<file path="src/rtl/assert_macros.svh">
// ----------------------------------------------------------------------------
// assert_macros.svh
// shared assertion macros for the token packet builder
// ----------------------------------------------------------------------------
`ifndef ASSERT_MACROS_SVH
`define ASSERT_MACROS_SVH

// clocked property, masked while reset is asserted
`define ASSERT_CLK(label, clk, rst_n, prop, msg) \
    label: assert property (@(posedge clk) disable iff (!rst_n) prop) else $error(msg);

// condition that must never hold out of reset
`define ASSERT_NEVER(label, clk, rst_n, cond, msg) \
    `ASSERT_CLK(label, clk, rst_n, !(cond), msg)

`endif

</file>
<file path="src/rtl/utpb_pkg.sv">
// ----------------------------------------------------------------------------
// utpb_pkg
// types, constants and helper functions of the token packet builder
// ----------------------------------------------------------------------------
package utpb_pkg;

    localparam int PIPE_COUNT  = 4;
    localparam int QUEUE_DEPTH = 2;
    localparam int QPTR_W      = (QUEUE_DEPTH > 1) ? $clog2(QUEUE_DEPTH) : 1;
    localparam int QCNT_W      = $clog2(QUEUE_DEPTH + 1);

    localparam logic [3:0] PID_SOF_CODE   = 4'h5;
    localparam logic [3:0] PID_DATA0_CODE = 4'h3;
    localparam logic [3:0] PID_DATA1_CODE = 4'hB;

    localparam logic [4:0] CRC5_SEED = 5'h1F;
    localparam logic [4:0] CRC5_POLY = 5'h14;

    typedef enum logic [1:0] {
        FUNC_TOKEN     = 2'd0,
        FUNC_SOF       = 2'd1,
        FUNC_DATA      = 2'd2,
        FUNC_HANDSHAKE = 2'd3
    } t_func;

    // one classified request as it waits between front and back
    typedef struct packed {
        logic        three;     // pid byte plus two body bytes
        logic [7:0]  pid;
        logic [10:0] body;
        logic [4:0]  crc_part;  // crc register after the low six body bits
    } t_entry;

    function automatic logic [7:0] pid_byte(input logic [3:0] code);
        return {~code, code};
    endfunction

    function automatic logic [4:0] crc5_bit(input logic [4:0] x, input logic b);
        logic [4:0] sh;
        sh = {1'b0, x[4:1]};
        return (x[0] ^ b) ? (sh ^ CRC5_POLY) : sh;
    endfunction

    // first six bits of the crc5, lsb first, from the seed
    function automatic logic [4:0] crc5_lo(input logic [5:0] v);
        logic [4:0] x;
        x = CRC5_SEED;
        for (int i = 0; i < 6; i++) begin
            x = crc5_bit(x, v[i]);
        end
        return x;
    endfunction

    // remaining five bits and the final inversion
    function automatic logic [4:0] crc5_hi(input logic [4:0] x_in, input logic [4:0] v);
        logic [4:0] x;
        x = x_in;
        for (int i = 0; i < 5; i++) begin
            x = crc5_bit(x, v[i]);
        end
        return ~x;
    endfunction

endpackage

</file>
<file path="src/rtl/utpb_front.sv">
// ----------------------------------------------------------------------------
// utpb_front
// accepts requests, keeps the data toggles and classifies each request
// ----------------------------------------------------------------------------
module utpb_front (
    input  logic             i_clk,
    input  logic             i_rst_n,
    input  logic             i_accept,
    input  logic [1:0]       i_func,
    input  logic [1:0]       i_pipe,
    input  logic [3:0]       i_pid_code,
    input  logic [6:0]       i_device_addr,
    input  logic [3:0]       i_endpoint_num,
    input  logic [10:0]      i_frame_num,
    output utpb_pkg::t_entry o_entry
);
    import utpb_pkg::*;

    logic [PIPE_COUNT-1:0] r_toggle;
    logic [PIPE_COUNT-1:0] n_toggle;
    logic [PIPE_COUNT-1:0] sel;
    logic                  tog;
    t_entry                entry;

    always_comb begin
        for (int i = 0; i < PIPE_COUNT; i++) begin
            sel[i] = (32'(i_pipe) == i);
        end
    end

    // pipes beyond the table read as data0
    assign tog = |(r_toggle & sel);

    always_comb begin
        n_toggle       = r_toggle;
        entry.three    = 1'b1;
        entry.pid      = pid_byte(i_pid_code);
        entry.body     = {i_endpoint_num, i_device_addr};
        unique case (t_func'(i_func))
            FUNC_TOKEN: begin
                if (i_accept) begin
                    if (i_pid_code == PID_DATA0_CODE || i_pid_code == PID_DATA1_CODE) begin
                        n_toggle = r_toggle ^ sel;
                    end else begin
                        n_toggle = r_toggle & ~sel;
                    end
                end
            end
            FUNC_SOF: begin
                entry.pid  = pid_byte(PID_SOF_CODE);
                entry.body = i_frame_num;
            end
            FUNC_DATA: begin
                entry.three = 1'b0;
                entry.pid   = tog ? pid_byte(PID_DATA1_CODE) : pid_byte(PID_DATA0_CODE);
                if (i_accept) begin
                    n_toggle = r_toggle ^ sel;
                end
            end
            default: begin
                entry.three = 1'b0;
            end
        endcase
        entry.crc_part = crc5_lo(entry.body[5:0]);
    end

    always_ff @(posedge i_clk) begin
        if (!i_rst_n) begin
            r_toggle <= '0;
        end else begin
            r_toggle <= n_toggle;
        end
    end

    assign o_entry = entry;

endmodule

</file>
<file path="src/rtl/utpb_queue.sv">
// ----------------------------------------------------------------------------
// utpb_queue
// short queue of classified requests between front and back
// ----------------------------------------------------------------------------
`include "assert_macros.svh"

module utpb_queue (
    input  logic             i_clk,
    input  logic             i_rst_n,
    input  logic             i_wr,
    input  utpb_pkg::t_entry i_entry,
    input  logic             i_rd,
    output utpb_pkg::t_entry o_head,
    output logic             o_full,
    output logic             o_empty
);
    import utpb_pkg::*;

    t_entry              r_slot [QUEUE_DEPTH];
    logic [QPTR_W-1:0]   r_wptr;
    logic [QPTR_W-1:0]   r_rptr;
    logic [QCNT_W-1:0]   r_count;
    logic                wr_en;
    logic                rd_en;

    assign o_full  = (r_count == QCNT_W'(QUEUE_DEPTH));
    assign o_empty = (r_count == '0);
    assign wr_en   = i_wr && !o_full;
    assign rd_en   = i_rd && !o_empty;
    assign o_head  = r_slot[r_rptr];

    function automatic logic [QPTR_W-1:0] ptr_inc(input logic [QPTR_W-1:0] p);
        return (p == QPTR_W'(QUEUE_DEPTH - 1)) ? '0 : p + 1'b1;
    endfunction

    always_ff @(posedge i_clk) begin
        if (!i_rst_n) begin
            r_wptr  <= '0;
            r_rptr  <= '0;
            r_count <= '0;
        end else begin
            if (wr_en) begin
                r_wptr <= ptr_inc(r_wptr);
            end
            if (rd_en) begin
                r_rptr <= ptr_inc(r_rptr);
            end
            if (wr_en && !rd_en) begin
                r_count <= r_count + 1'b1;
            end else if (rd_en && !wr_en) begin
                r_count <= r_count - 1'b1;
            end
        end
    end

    always_ff @(posedge i_clk) begin
        if (wr_en) begin
            r_slot[r_wptr] <= i_entry;
        end
    end

    `ASSERT_NEVER(a_count_bound, i_clk, i_rst_n, r_count > QCNT_W'(QUEUE_DEPTH), "queue count overflow")
    `ASSERT_CLK(a_ptr_track, i_clk, i_rst_n, (o_empty || o_full) |-> (r_wptr == r_rptr), "queue pointers out of step")

endmodule

</file>
<file path="src/rtl/utpb_back.sv">
// ----------------------------------------------------------------------------
// utpb_back
// finishes the crc and serializes each header into byte beats
// ----------------------------------------------------------------------------
`include "assert_macros.svh"

module utpb_back (
    input  logic             i_clk,
    input  logic             i_rst_n,
    input  utpb_pkg::t_entry i_head,
    input  logic             i_q_empty,
    output logic             o_q_rd,
    input  logic             i_pop,
    output logic             o_empty,
    output logic [7:0]       o_packet_byte,
    output logic             o_last_byte
);
    import utpb_pkg::*;

    logic        r_out_valid, n_out_valid;
    logic [7:0]  r_out_byte,  n_out_byte;
    logic        r_out_last,  n_out_last;
    logic        r_busy,      n_busy;
    logic        r_hi,        n_hi;
    logic [15:0] r_v,         n_v;
    logic        advance;

    assign advance = !r_out_valid || i_pop;

    always_comb begin
        n_out_valid = r_out_valid;
        n_out_byte  = r_out_byte;
        n_out_last  = r_out_last;
        n_busy      = r_busy;
        n_hi        = r_hi;
        n_v         = r_v;
        o_q_rd      = 1'b0;
        if (advance) begin
            if (r_busy) begin
                n_out_valid = 1'b1;
                n_out_byte  = r_hi ? r_v[15:8] : r_v[7:0];
                n_out_last  = r_hi;
                n_hi        = !r_hi;
                n_busy      = !r_hi;
            end else if (!i_q_empty) begin
                o_q_rd      = 1'b1;
                n_out_valid = 1'b1;
                n_out_byte  = i_head.pid;
                n_out_last  = !i_head.three;
                n_busy      = i_head.three;
                n_hi        = 1'b0;
                n_v         = {crc5_hi(i_head.crc_part, i_head.body[10:6]), i_head.body};
            end else begin
                n_out_valid = 1'b0;
            end
        end
    end

    always_ff @(posedge i_clk) begin
        if (!i_rst_n) begin
            r_out_valid <= 1'b0;
            r_out_last  <= 1'b0;
            r_busy      <= 1'b0;
            r_hi        <= 1'b0;
        end else begin
            r_out_valid <= n_out_valid;
            r_out_last  <= n_out_last;
            r_busy      <= n_busy;
            r_hi        <= n_hi;
        end
    end

    always_ff @(posedge i_clk) begin
        r_out_byte <= n_out_byte;
        r_v        <= n_v;
    end

    assign o_empty       = !r_out_valid;
    assign o_packet_byte = r_out_byte;
    assign o_last_byte   = r_out_last;

    `ASSERT_CLK(a_busy_mid, i_clk, i_rst_n, r_busy |-> (r_out_valid && !r_out_last), "body pending without open beat")
    `ASSERT_CLK(a_mid_busy, i_clk, i_rst_n, (r_out_valid && !r_out_last) |-> r_busy, "packet cut short")

endmodule

</file>
<file path="src/rtl/usb_token_packet_builder_top.sv">
// ----------------------------------------------------------------------------
// usb_token_packet_builder_top
// usb host packet header builder: token, sof, data pid and handshake
// ----------------------------------------------------------------------------
// Each request becomes one to three byte beats on the result side, in wire
// order, with o_last_byte set on the final beat: token and sof give three
// beats (pid, then the 11-bit field with its crc5, low byte first), data and
// handshake give the pid byte alone. A new request is taken in any cycle the
// two-entry queue has room, so requests arrive back to back; the result side
// sustains one beat per cycle when pop is held high. The byte-wide output
// register sets that figure. Through an empty queue, an accepted request is
// registered in a queue slot and then in the output register before its first
// beat shows. Data toggles reset to data0 for all pipes.
module usb_token_packet_builder_top (
    input  logic        i_clk,
    input  logic        i_rst_n,
    // request side
    input  logic        push,
    output logic        full,
    input  logic [1:0]  i_func,
    input  logic [1:0]  i_pipe,
    input  logic [3:0]  i_pid_code,
    input  logic [6:0]  i_device_addr,
    input  logic [3:0]  i_endpoint_num,
    input  logic [10:0] i_frame_num,
    // byte side
    output logic        empty,
    input  logic        pop,
    output logic [7:0]  o_packet_byte,
    output logic        o_last_byte
);
    import utpb_pkg::*;

    t_entry front_entry;
    t_entry q_head;
    logic   accept;
    logic   q_empty;
    logic   q_rd;

    // a request beat lands when the queue has room
    assign accept = push && !full;

    // classify and update toggles at accept time
    utpb_front u_front (
        .i_clk          (i_clk),
        .i_rst_n        (i_rst_n),
        .i_accept       (accept),
        .i_func         (i_func),
        .i_pipe         (i_pipe),
        .i_pid_code     (i_pid_code),
        .i_device_addr  (i_device_addr),
        .i_endpoint_num (i_endpoint_num),
        .i_frame_num    (i_frame_num),
        .o_entry        (front_entry)
    );

    // decouples request intake from byte serialization
    utpb_queue u_queue (
        .i_clk   (i_clk),
        .i_rst_n (i_rst_n),
        .i_wr    (accept),
        .i_entry (front_entry),
        .i_rd    (q_rd),
        .o_head  (q_head),
        .o_full  (full),
        .o_empty (q_empty)
    );

    // crc completion and byte beats
    utpb_back u_back (
        .i_clk         (i_clk),
        .i_rst_n       (i_rst_n),
        .i_head        (q_head),
        .i_q_empty     (q_empty),
        .o_q_rd        (q_rd),
        .i_pop         (pop),
        .o_empty       (empty),
        .o_packet_byte (o_packet_byte),
        .o_last_byte   (o_last_byte)
    );

endmodule

</file>
<file path="config.mk">
export PLATFORM = sky130hd
export DESIGN_NAME = usb_token_packet_builder_top
export DESIGN_NICKNAME = d
export VERILOG_FILES = /design/src/rtl/utpb_pkg.sv /design/src/rtl/utpb_front.sv /design/src/rtl/utpb_queue.sv /design/src/rtl/utpb_back.sv /design/src/rtl/usb_token_packet_builder_top.sv
export VERILOG_INCLUDE_DIRS = /design/src /design/src/rtl
export SDC_FILE = /design/constraint.sdc
export NUM_CORES = 1
export LEC_CHECK = 0
export BUFFER_PORTS_ARGS = -buffer_cell sky130_fd_sc_hd__buf_4
export CAP_MARGIN = 20
export CORE_ASPECT_RATIO = 1.5
export CORE_UTILIZATION = 25
export DETAILED_ROUTE_END_ITERATION = 7
export PLACE_DENSITY = 0.42
export SYNTH_ARGS = -nofsm -noshare
export SYNTH_HDL_FRONTEND = slang
export SYNTH_SLANG_ARGS = --single-unit
</file>
<file path="constraint.sdc">
create_clock -name i_clk -period 5.7 [get_ports i_clk]
set_input_delay 1.425 -clock i_clk [delete_from_list [all_inputs] [get_ports i_clk]]
set_output_delay 1.425 -clock i_clk [all_outputs]
set_load 0.005 [all_outputs]
</file>
# After elaboration in Yosys (flattened, before gate mapping)
# Memory sizes are Yosys's and may differ from the RTL's. A register that Yosys moved wholly into a read port is not among the register bits.
# Cells that the tools add are included.
word_totals:
  wordCells: 118
  register_bits: 36
  ramBits: 50
  in_bits: 34
  memories: 1
memory_table:
  columns: ["name", "words", "width", "read_ports", "rd_clocked_by_memory_dff", "wr", "line", "text"]
  rows:
  - ["u_queue.r_slot", 2, 25, 1, 1, 1, "utpb_queue.sv:19", "t_entry r_slot [QUEUE_DEPTH];"]
classes:
  n_reduce_logical: 24
  eq_ne: 11
  bitwise: 28
  addsub: 4
  n_mux: 40
op_table:
  columns: ["cell", "n"]
  rows:
  - ["5-bit two-way mux", 11]
  - ["8-bit two-way mux", 4]
  - ["1-bit inverter with 2-bit output", 10]
  - ["1-bit two-way mux", 17]
  - ["8-bit case mux with 2 select lines", 1]
  - ["4-bit two-way mux", 3]
  - ["11-bit two-way mux", 1]
  - ["1-bit XOR", 10]
  - ["4-bit bitwise AND", 2]
  - ["2-bit == test (second input constant)", 4]
  - ["4-bit inverter", 2]
  - ["4-bit case mux with 2 select lines", 1]
  - ["1-bit logical NOT", 7]
  - ["2-bit logical NOT", 3]
  - ["3-bit AND reduction", 2]
  - ["1-bit logical AND", 5]
  - ["5-bit inverter", 1]
  - ["2-bit by 1-bit == test with 1-bit output (second input constant)", 2]
  - ["4-bit by 2-bit == test with 1-bit output (second input constant)", 1]
  - ["4-bit == test (second input constant)", 1]
  - ["2-bit two-way mux", 2]
  - ["2-bit by 1-bit != test with 1-bit output (second input constant)", 2]
  - ["2-bit nonzero test", 2]
  - ["4-bit OR reduction", 1]
  - ["other kinds (9)", 12]

# Depth between registers and ports, before layout
# Gate-level depths: netlist (run 1).
logic_depth:
  depth_word: 13
  depth_mapped: 7
  depth_no_buf: 7

# By module
# A second synthesis (run 1) with hierarchy kept.
hier_totals:
  hier_cells: 273
  hier_area_um2: 3972.6
modules_own_cells:
  columns: ["mod", "area_each_um2", "n_inst", "cells_per_inst"]
  rows:
  - ["utpb_queue", 2037.0, 1, 103]
  - ["utpb_back", 1178.6, 1, 84]
  - ["utpb_front", 743.2, 1, 85]
  - ["usb_token_packet_builder_top", 13.8, 1, 1]

# Least setup slack after synthesis (run 1)
# Ideal clock, no wire load.
synth_path:
  path_kind: "input port to flip-flop"
  startpoint: "in pop"
  endpoint: "reg u_queue.r_count[1]"
  stages: 6
  setup_slack_ns: 1.832
  required_time_ns: 5.628
  arrival_time_ns: 3.796
  path_buffers: 0
  setup_ns: 0.072
  path_cell_list: "nor2b_1 -> nor3_1 -> inv_1 -> ha_1 -> or3_1 -> a21oi_1"
synth_via:
  elab_chain_cells: 6
synth_lines:
  columns: ["element", "line", "text"]
  rows:
  - ["start, declared", "usb_token_packet_builder_top.sv:28", "input logic pop,"]
  - ["1-bit logical OR *", "utpb_back.sv:28", "assign advance = !r_out_valid || i_pop;"]
  - ["1-bit two-way mux *", "utpb_back.sv:38", "if (advance) begin"]
  - ["1-bit logical AND *", "utpb_queue.sv:29", "assign rd_en = i_rd && !o_empty;"]
  - ["1-bit logical NOT", "utpb_queue.sv:48", "if (wr_en && !rd_en) begin"]
  - ["1-bit logical AND", "utpb_queue.sv:48", null]
  - ["2-bit two-way mux or 2-bit nonzero test (tied branches)", null, null]
  - ["end signal, assigned", "utpb_queue.sv:49", "r_count <= r_count + 1'b1;"]
  - ["end signal, assigned", "utpb_queue.sv:51", "r_count <= r_count - 1'b1;"]
  - ["end, declared", "utpb_queue.sv:22", "logic [QCNT_W-1:0] r_count;"]
# Every way passes the cells marked *; elsewhere a longest branch is shown, timed or not.
# A chain may end at the register's enable or synchronous reset.

# Worst setup path after layout (run 1)
# Ends and elaborated chain as after synthesis.

==> results of run 1 <==
[registers in the layout, indices dropped and copies added (netlist names), named ones only]
register and count:
u_back.o_last_byte 1, u_back.o_packet_byte 8, u_back.r_busy 1, u_back.r_hi 1
u_back.r_out_valid 1, u_back.r_v 16, u_front.r_toggle 4, u_queue.r_count 2
u_queue.r_rptr 1, u_queue.r_slot 50, u_queue.r_wptr 1
[final timing paths]
path | from | endpoint | slack (ns) | depth (start not counted)
max | pop | u_queue.r_count[1] | 2.85 | 8
min | u_front.r_toggle[3] | u_front.r_toggle[3] | 0.48 | 2
max reg2reg | flip-flop | u_back.r_v[12] | 3.45 | 5
min reg2reg | u_front.r_toggle[3] | u_front.r_toggle[3] | 0.48 | 2
[cell families after synthesis]
logic type,count (synthesis),share of synthesized area (%)
AOI/OAI and AO/OA,40,6.343
xor gates and xnor gates,26,5.830
adders and majority gates,12,3.844
buffers and inverters,26,2.819
DFF,87,63.55
muxes,37,10.38
and+or+nand+nor,55,7.239
[cell type report]
cell class	instances	area [um2]
fill	1506	10450
clock buffer	9	225.2
timing repair buffer	49	367.9
multi-input combinational	170	1321
inverter	15	56.30
clock inverter	7	55.05
sequential	87	2482
tap	199	249.0
[worst max-delay path: stages]
cell and delay, ns:
buf_4 0.11, nor2b_1 0.38, nor3_2 0.09, buf_4 0.24, inv_1 0.08, ha_1 0.26
or3_1 0.37, a21oi_1 0.15
[cell usage in the layout (no fill, tap or decap), types with 9 or more instances in the layout]
master / count
clkbuf_16: 9
mux2_2: 20
ha_1: 12
a21oi_1: 16
xnor2_1: 15
inv_1: 14
nor2b_1: 10
edfxtp_1: 74
nand2_1: 9
xor2_1: 11
mux2i_1: 15
buf_4: 49
dfxtp_1: 13
nor2_1: 14
[power by group through the flow]
| stage | registers (uW) | logic, uW | clock network [uW] |
|---|---|---|---|
| after global placement | 1060 | 610 | 0 |
| after global routing | 1070 | 671 | 593 |
| after CTS | 1050 | 617 | 572 |
| after floorplan | 1010 | 454 | 0 |
| final | 1040 | 601 | 556 |
| after detailed placement | 1060 | 614 | 0 |
[per-layer routing]
| layer | part of all wire (%) | vias up |
|---|---|---|
| met5 | 0 | - |
| met4 | 2.0 | 0 |
| met3 | 3.0 | 10 |
| met2 | 53 | 41 |
| met1 | 42 | 1077 |
| li1 | - | 1117 |
[per-stage QoR]
step | area, um2 | hold WS [ns]
global placement | 4477 | 0.4704
detailed placement | 4477 | 0.4801
CTS | 4757 | 0.4890
finish | 4757 | 0.4834
floorplan | 3906 | 0.4579
global route | 4757 | 0.5112
==> key figures, run 1 <==
Power and ir drop
  – Leakage power: 0.001749 uW
  – Peak supply drop: 0.1454 mV
  – NetSw: ~660 uW
  – Internal power: 1537 uW
  – Clock power share: 25.3%
  – Pwr Total: 2200 uW
  – Comb power frac: between 20% and 30%
  – Switching portion of total power: 30.11%
  – P per Cell Area: 462.4 nW/um2
  – Seq pwr share: a little under half

Layout
  – Antenna diodes: 0
  – Final core utilization: between 30% and 40%
  – Layout cells sized above 1: 27.60%
  – Layout area overhead: 21.78%
  – Final nets: approximately 380
  – Non-filler instance count after layout: between 500 and 600

Synthesis
  – Post-synth net total: 329
  – Ys Warns: 0
  – Share of the synthesized area in the top cell type: 56.89%
  – Post-synthesis instance area: 3906 um2
  – Cell taking the most area after synthesis: edfxtp_1
  – Synthesized instance count: 283
  – Top cells by area in the synthesized netlist: edfxtp_1 (57%), dfxtp_1 (6.7%), mux2_2 (5.8%), ha_1 (3.8%), mux2i_1 (3.8%)
  – Ys flop type: edfxtp_1
  – Synth unique cells: 36
  – EDFF count, synth: 74
  – Top-count cell post-synth: edfxtp_1
  – Share of synthesized flip-flops with an asynchronous set or reset: 0%
  – Top cells by count, synth: edfxtp_1 (74), mux2_2 (20), a21oi_1 (16)
  – Syn_area_per_cell: 13.80 um2
  – Seq/Total Area, Yosys: 63.55%
  – FF+latch count, synth: 87

Status
  – Status: finished, final reports clean

Critical path
  – Critical-path maximum fanout: 18
  – Worst setup EP type: flip-flop
  – Critical Path AT: 3.11 ns
  – Worst setup path class: primary input to flip-flop
  – Worst Path Required: 5.96 ns
  – CP startpoint kind: primary input

STA
  – Final Cycle Share: 50.05%
  – Worst slew margin: between 40% and 50%
  – Skew final: 0.006099 ns
  – Fin. Hold Viols: 0
  – Slew Viols, Final: 0
  – Tightest Pin Transition: about 0.79 ns
  – RSZ-0062 raised after global routing: no
  – Finish-stage setup viols: 0
  – Setup TNS: 0 ns
  – Fin crit period: 2.853 ns
  – PnR worst setup slack: 2.847 ns
  – Fmax: around 0.35 GHz

Global route
  – Met2 Use GR: 17.68%
  – First-pass GRT wire length: 11.89 mm
  – Largest net degree at the start of global routing: 26
  – Vias in the first global route: ~2300
  – Met1 GRT Util: 11.00%
  – Initial antenna violation count: 0
  – Gr busiest metal: met2
  – GRT Residual Overflow: 0
  – Met3 Track Usage GR: 1.969%
  – Gr usage total: 9.774%

Clock network
  – CTS root buffer: clkbuf_16
  – Reg clk slew, reported paths: about 0.070 ns
  – Clock Path Buffers: 2
  – Post-CTS Hold Fix Bufs: 0
  – Post_cts resized: 0
  – Cts bufs inserted: 9
  – Clk Latency, worst-skew pair: 0.33 ns
  – Post-CTS Setup Inserts: 0
  – CTS Sinks: 87
  – CTS tree: built
  – H-tree levels: 3

Routing
  – Final WL: 7.329 mm
  – Via density: 4.188
  – 1st-iter DRT viols: 57
  – DRC viols: 0
  – Routed Antenna Nets: 0
  – Vias: 2245
  – DRT Pass-1 Iters: 4
  – Routed len/inst: 13.67 um

Die
  – Die outline width: 104.1 um
  – Initial Util: 25.68%
  – IO Pins: 45
  – Core area: around 15000 um2
  – Die area: 16140 um2
  – Die H: 155.1 um
  – Std cell rows: 55

Place
  – Dpl cells: 520
  – DPL Wire Length: slightly above 5 mm
  – Pre-CTS WS: 2.488 ns
  – PortBufs: 44
  – RD Place Congestion: 0.7079

Flow run
  – Max Cap Viol: 0

Worst hold path
  – Hold Crit Class: flip-flop to flip-flop
Note: power is estimated with default switching activity, not from simulation.
==> run 2: changes to the inputs <==
clock period = 2.7 ns   (was 5.7 ns; I/O delays follow)
==> run 2 against run 1 <==
Power is 110% higher. Clock skew increased by 0.00056 ns. Non-clock buffer count rose by 7. Cell count up 1.3%. Largest cell class unchanged. Sequential power is 100% higher. Global-route usage increased by 0.74 points. Die area stayed put. Worst setup slack got worse by 2.2 ns. Final area grew 1.0%. Clock power rose by 110%. Sequential share of layout area is 0.52 points lower.
==> key figures, run 2 (synthesized netlist as in run 1, its figures left out) <==
Status
  – Status: finished, final reports clean

Die
  – Initial Util: between 20% and 30%
  – IO Pins: 45
  – Die H: 155.1 um
  – Die area: 16140 um2
  – Std cell rows: 55
  – Core area: ~15000 um2
  – Die outline width: 104.1 um

Clock network
  – Clk Latency, worst-skew pair: approximately 0.34 ns
  – H-tree levels: 3
  – Cts bufs inserted: 9
  – CTS tree: built
  – Clock Path Buffers: 2
  – Post_cts resized: 0
  – Post-CTS Hold Fix Bufs: 0
  – CTS Sinks: 87
  – Reg clk slew, reported paths: 0.06 ns
  – Post-CTS Setup Inserts: 0
  – CTS root buffer: clkbuf_16

Layout
  – Most frequent cells in the layout: edfxtp_1 (74), buf_4 (56), mux2_2 (20)
  – Max FFs per register: 50
  – Most flops, register: u_queue.r_slot
  – Commonest non-fill, non-tap cell in the layout: edfxtp_1
  – # fillers: between 1500 and 2000
  – Layout cells sized above 1: 28.78%
  – Antenna diodes: 0
  – Final nets: about 390
  – Layout area overhead: 23.00%
  – Final core utilization: 31.59%

Global route
  – GRT Residual Overflow: 0
  – Gr busiest metal: met2
  – Gr usage total: about a tenth
  – Met1 GRT Util: about an eighth
  – Initial antenna violation count: 0
  – Largest net degree at the start of global routing: 26
  – Vias in the first global route: 2349
  – First-pass GRT wire length: 12.52 mm
  – Met3 Track Usage GR: 1.341%
  – Met2 Use GR: 18.35%

Critical path
  – CP Cell Sequence: buf_4 > inv_1 > ha_1 > buf_4 > mux2_2 > xnor2_1
  – Delay of the slowest critical-path stage: about 0.48 ns
  – Worst Path Required: around 2.8 ns
  – Worst path slowest cell: ha_1
  – Critical-path maximum fanout: 9
  – Worst setup path class: primary input to flip-flop
  – CP startpoint kind: primary input
  – CP most frequent cell: buf_4
  – Worst setup EP type: flip-flop
  – Critical Path AT: 2.08 ns

Place
  – RD Place Congestion: 0.6957
  – PortBufs: 44
  – DPL Wire Length: 5.586 mm

Routing
  – Final WL: 7.801 mm
  – Vias: 2241
  – Via density: 4.127
  – 1st-iter DRT viols: 61
  – DRC viols: 0
  – Routed Antenna Nets: 0
  – DRT Pass-1 Iters: 4
  – Routed len/inst: 14.37 um

Power and ir drop
  – NetSw: 1379 uW
  – Comb power frac: 29.6%
  – Peak supply drop: 0.3010 mV
  – Leakage power: 0.001776 uW
  – Internal power: 3274 uW
  – Clock power share: 24.6%
  – Seq pwr share: 45.8%
  – Switching portion of total power: 29.64%
  – P per Cell Area: 968.5 nW/um2

STA
  – Setup TNS: 0 ns
  – Fmax: 0.4983 GHz
  – Worst slew margin: approximately 54%
  – Tightest Pin Transition: 0.6813 ns
  – Fin. Hold Viols: 0
  – Final Cycle Share: 74.32%
  – RSZ-0062 raised after global routing: no
  – Slew Viols, Final: 0
  – Skew final: 0.006658 ns
  – Fin crit period: 2.007 ns
  – Finish-stage setup viols: 0

Flow run
  – Max Cap Viol: 0

Worst hold path
  – Hold Crit Class: flip-flop to flip-flop
## run 2: worst paths after layout
check,start,to,slack (ns),cells past startpoint
min reg2reg,u_front.r_toggle[3],u_front.r_toggle[3],0.49,2
min,u_front.r_toggle[3],u_front.r_toggle[3],0.49,2
max reg2reg,flip-flop,u_back.r_v[13],0.96,5
max,i_func[1],u_queue.r_slot[1][1],0.69,6
## run 2: final cells by class
type                    instances  area [um2]  share of cell area (%)
clock inverters                 6       46.29                  0.9635
repair buffers                 56       420.4                   8.750
multi-input cells             170        1321                   27.50
inverters                      15       56.30                   1.172
flip-flops and latches         87        2482                   51.67
well taps                     199       249.0                   5.182
clock buffers                  10       229.0                   4.766
## run 2: through the flow
step	hold WS (ns)	instance area, um2	instances	total power [uW]	setup slack, ns
floorplan	0.4579	3911	283	3094	0.1424
global placement	0.4678	4529	527	3578	0.3191
detailed placement	0.4833	4529	527	3586	0.2626
CTS	0.4925	4805	543	4762	0.6335
global route	0.5070	4805	543	4975	0.5595
finish	0.4855	4805	543	4653	0.6934
## run 2: power by group through the flow
stage / Combinational [uW] / Sequential, uW / Clock [uW]
after global placement: 1420 / 2160 / 0
after floorplan: 961 / 2130 / 0
after global routing: 1550 / 2170 / 1250
after CTS: 1420 / 2140 / 1200
after detailed placement: 1420 / 2170 / 0
final: 1380 / 2130 / 1150
## run 2: critical path: cells and delay by family
family     cells  cell delay [ns]
xor+xnor       1             0.15
fa+ha+maj      1             0.48
buf+inv        3             0.40
mux            1             0.36
## run 2: metal layers
metal / routed length (um) / up-vias / share of wire (%)
met5: 0 / - / 0
met4: 273 / 0 / 3.5
met1: 3262 / 1047 / 42
li1: - / 1137 / -
met2: 4061 / 43 / 52
met3: 203 / 14 / 2.6
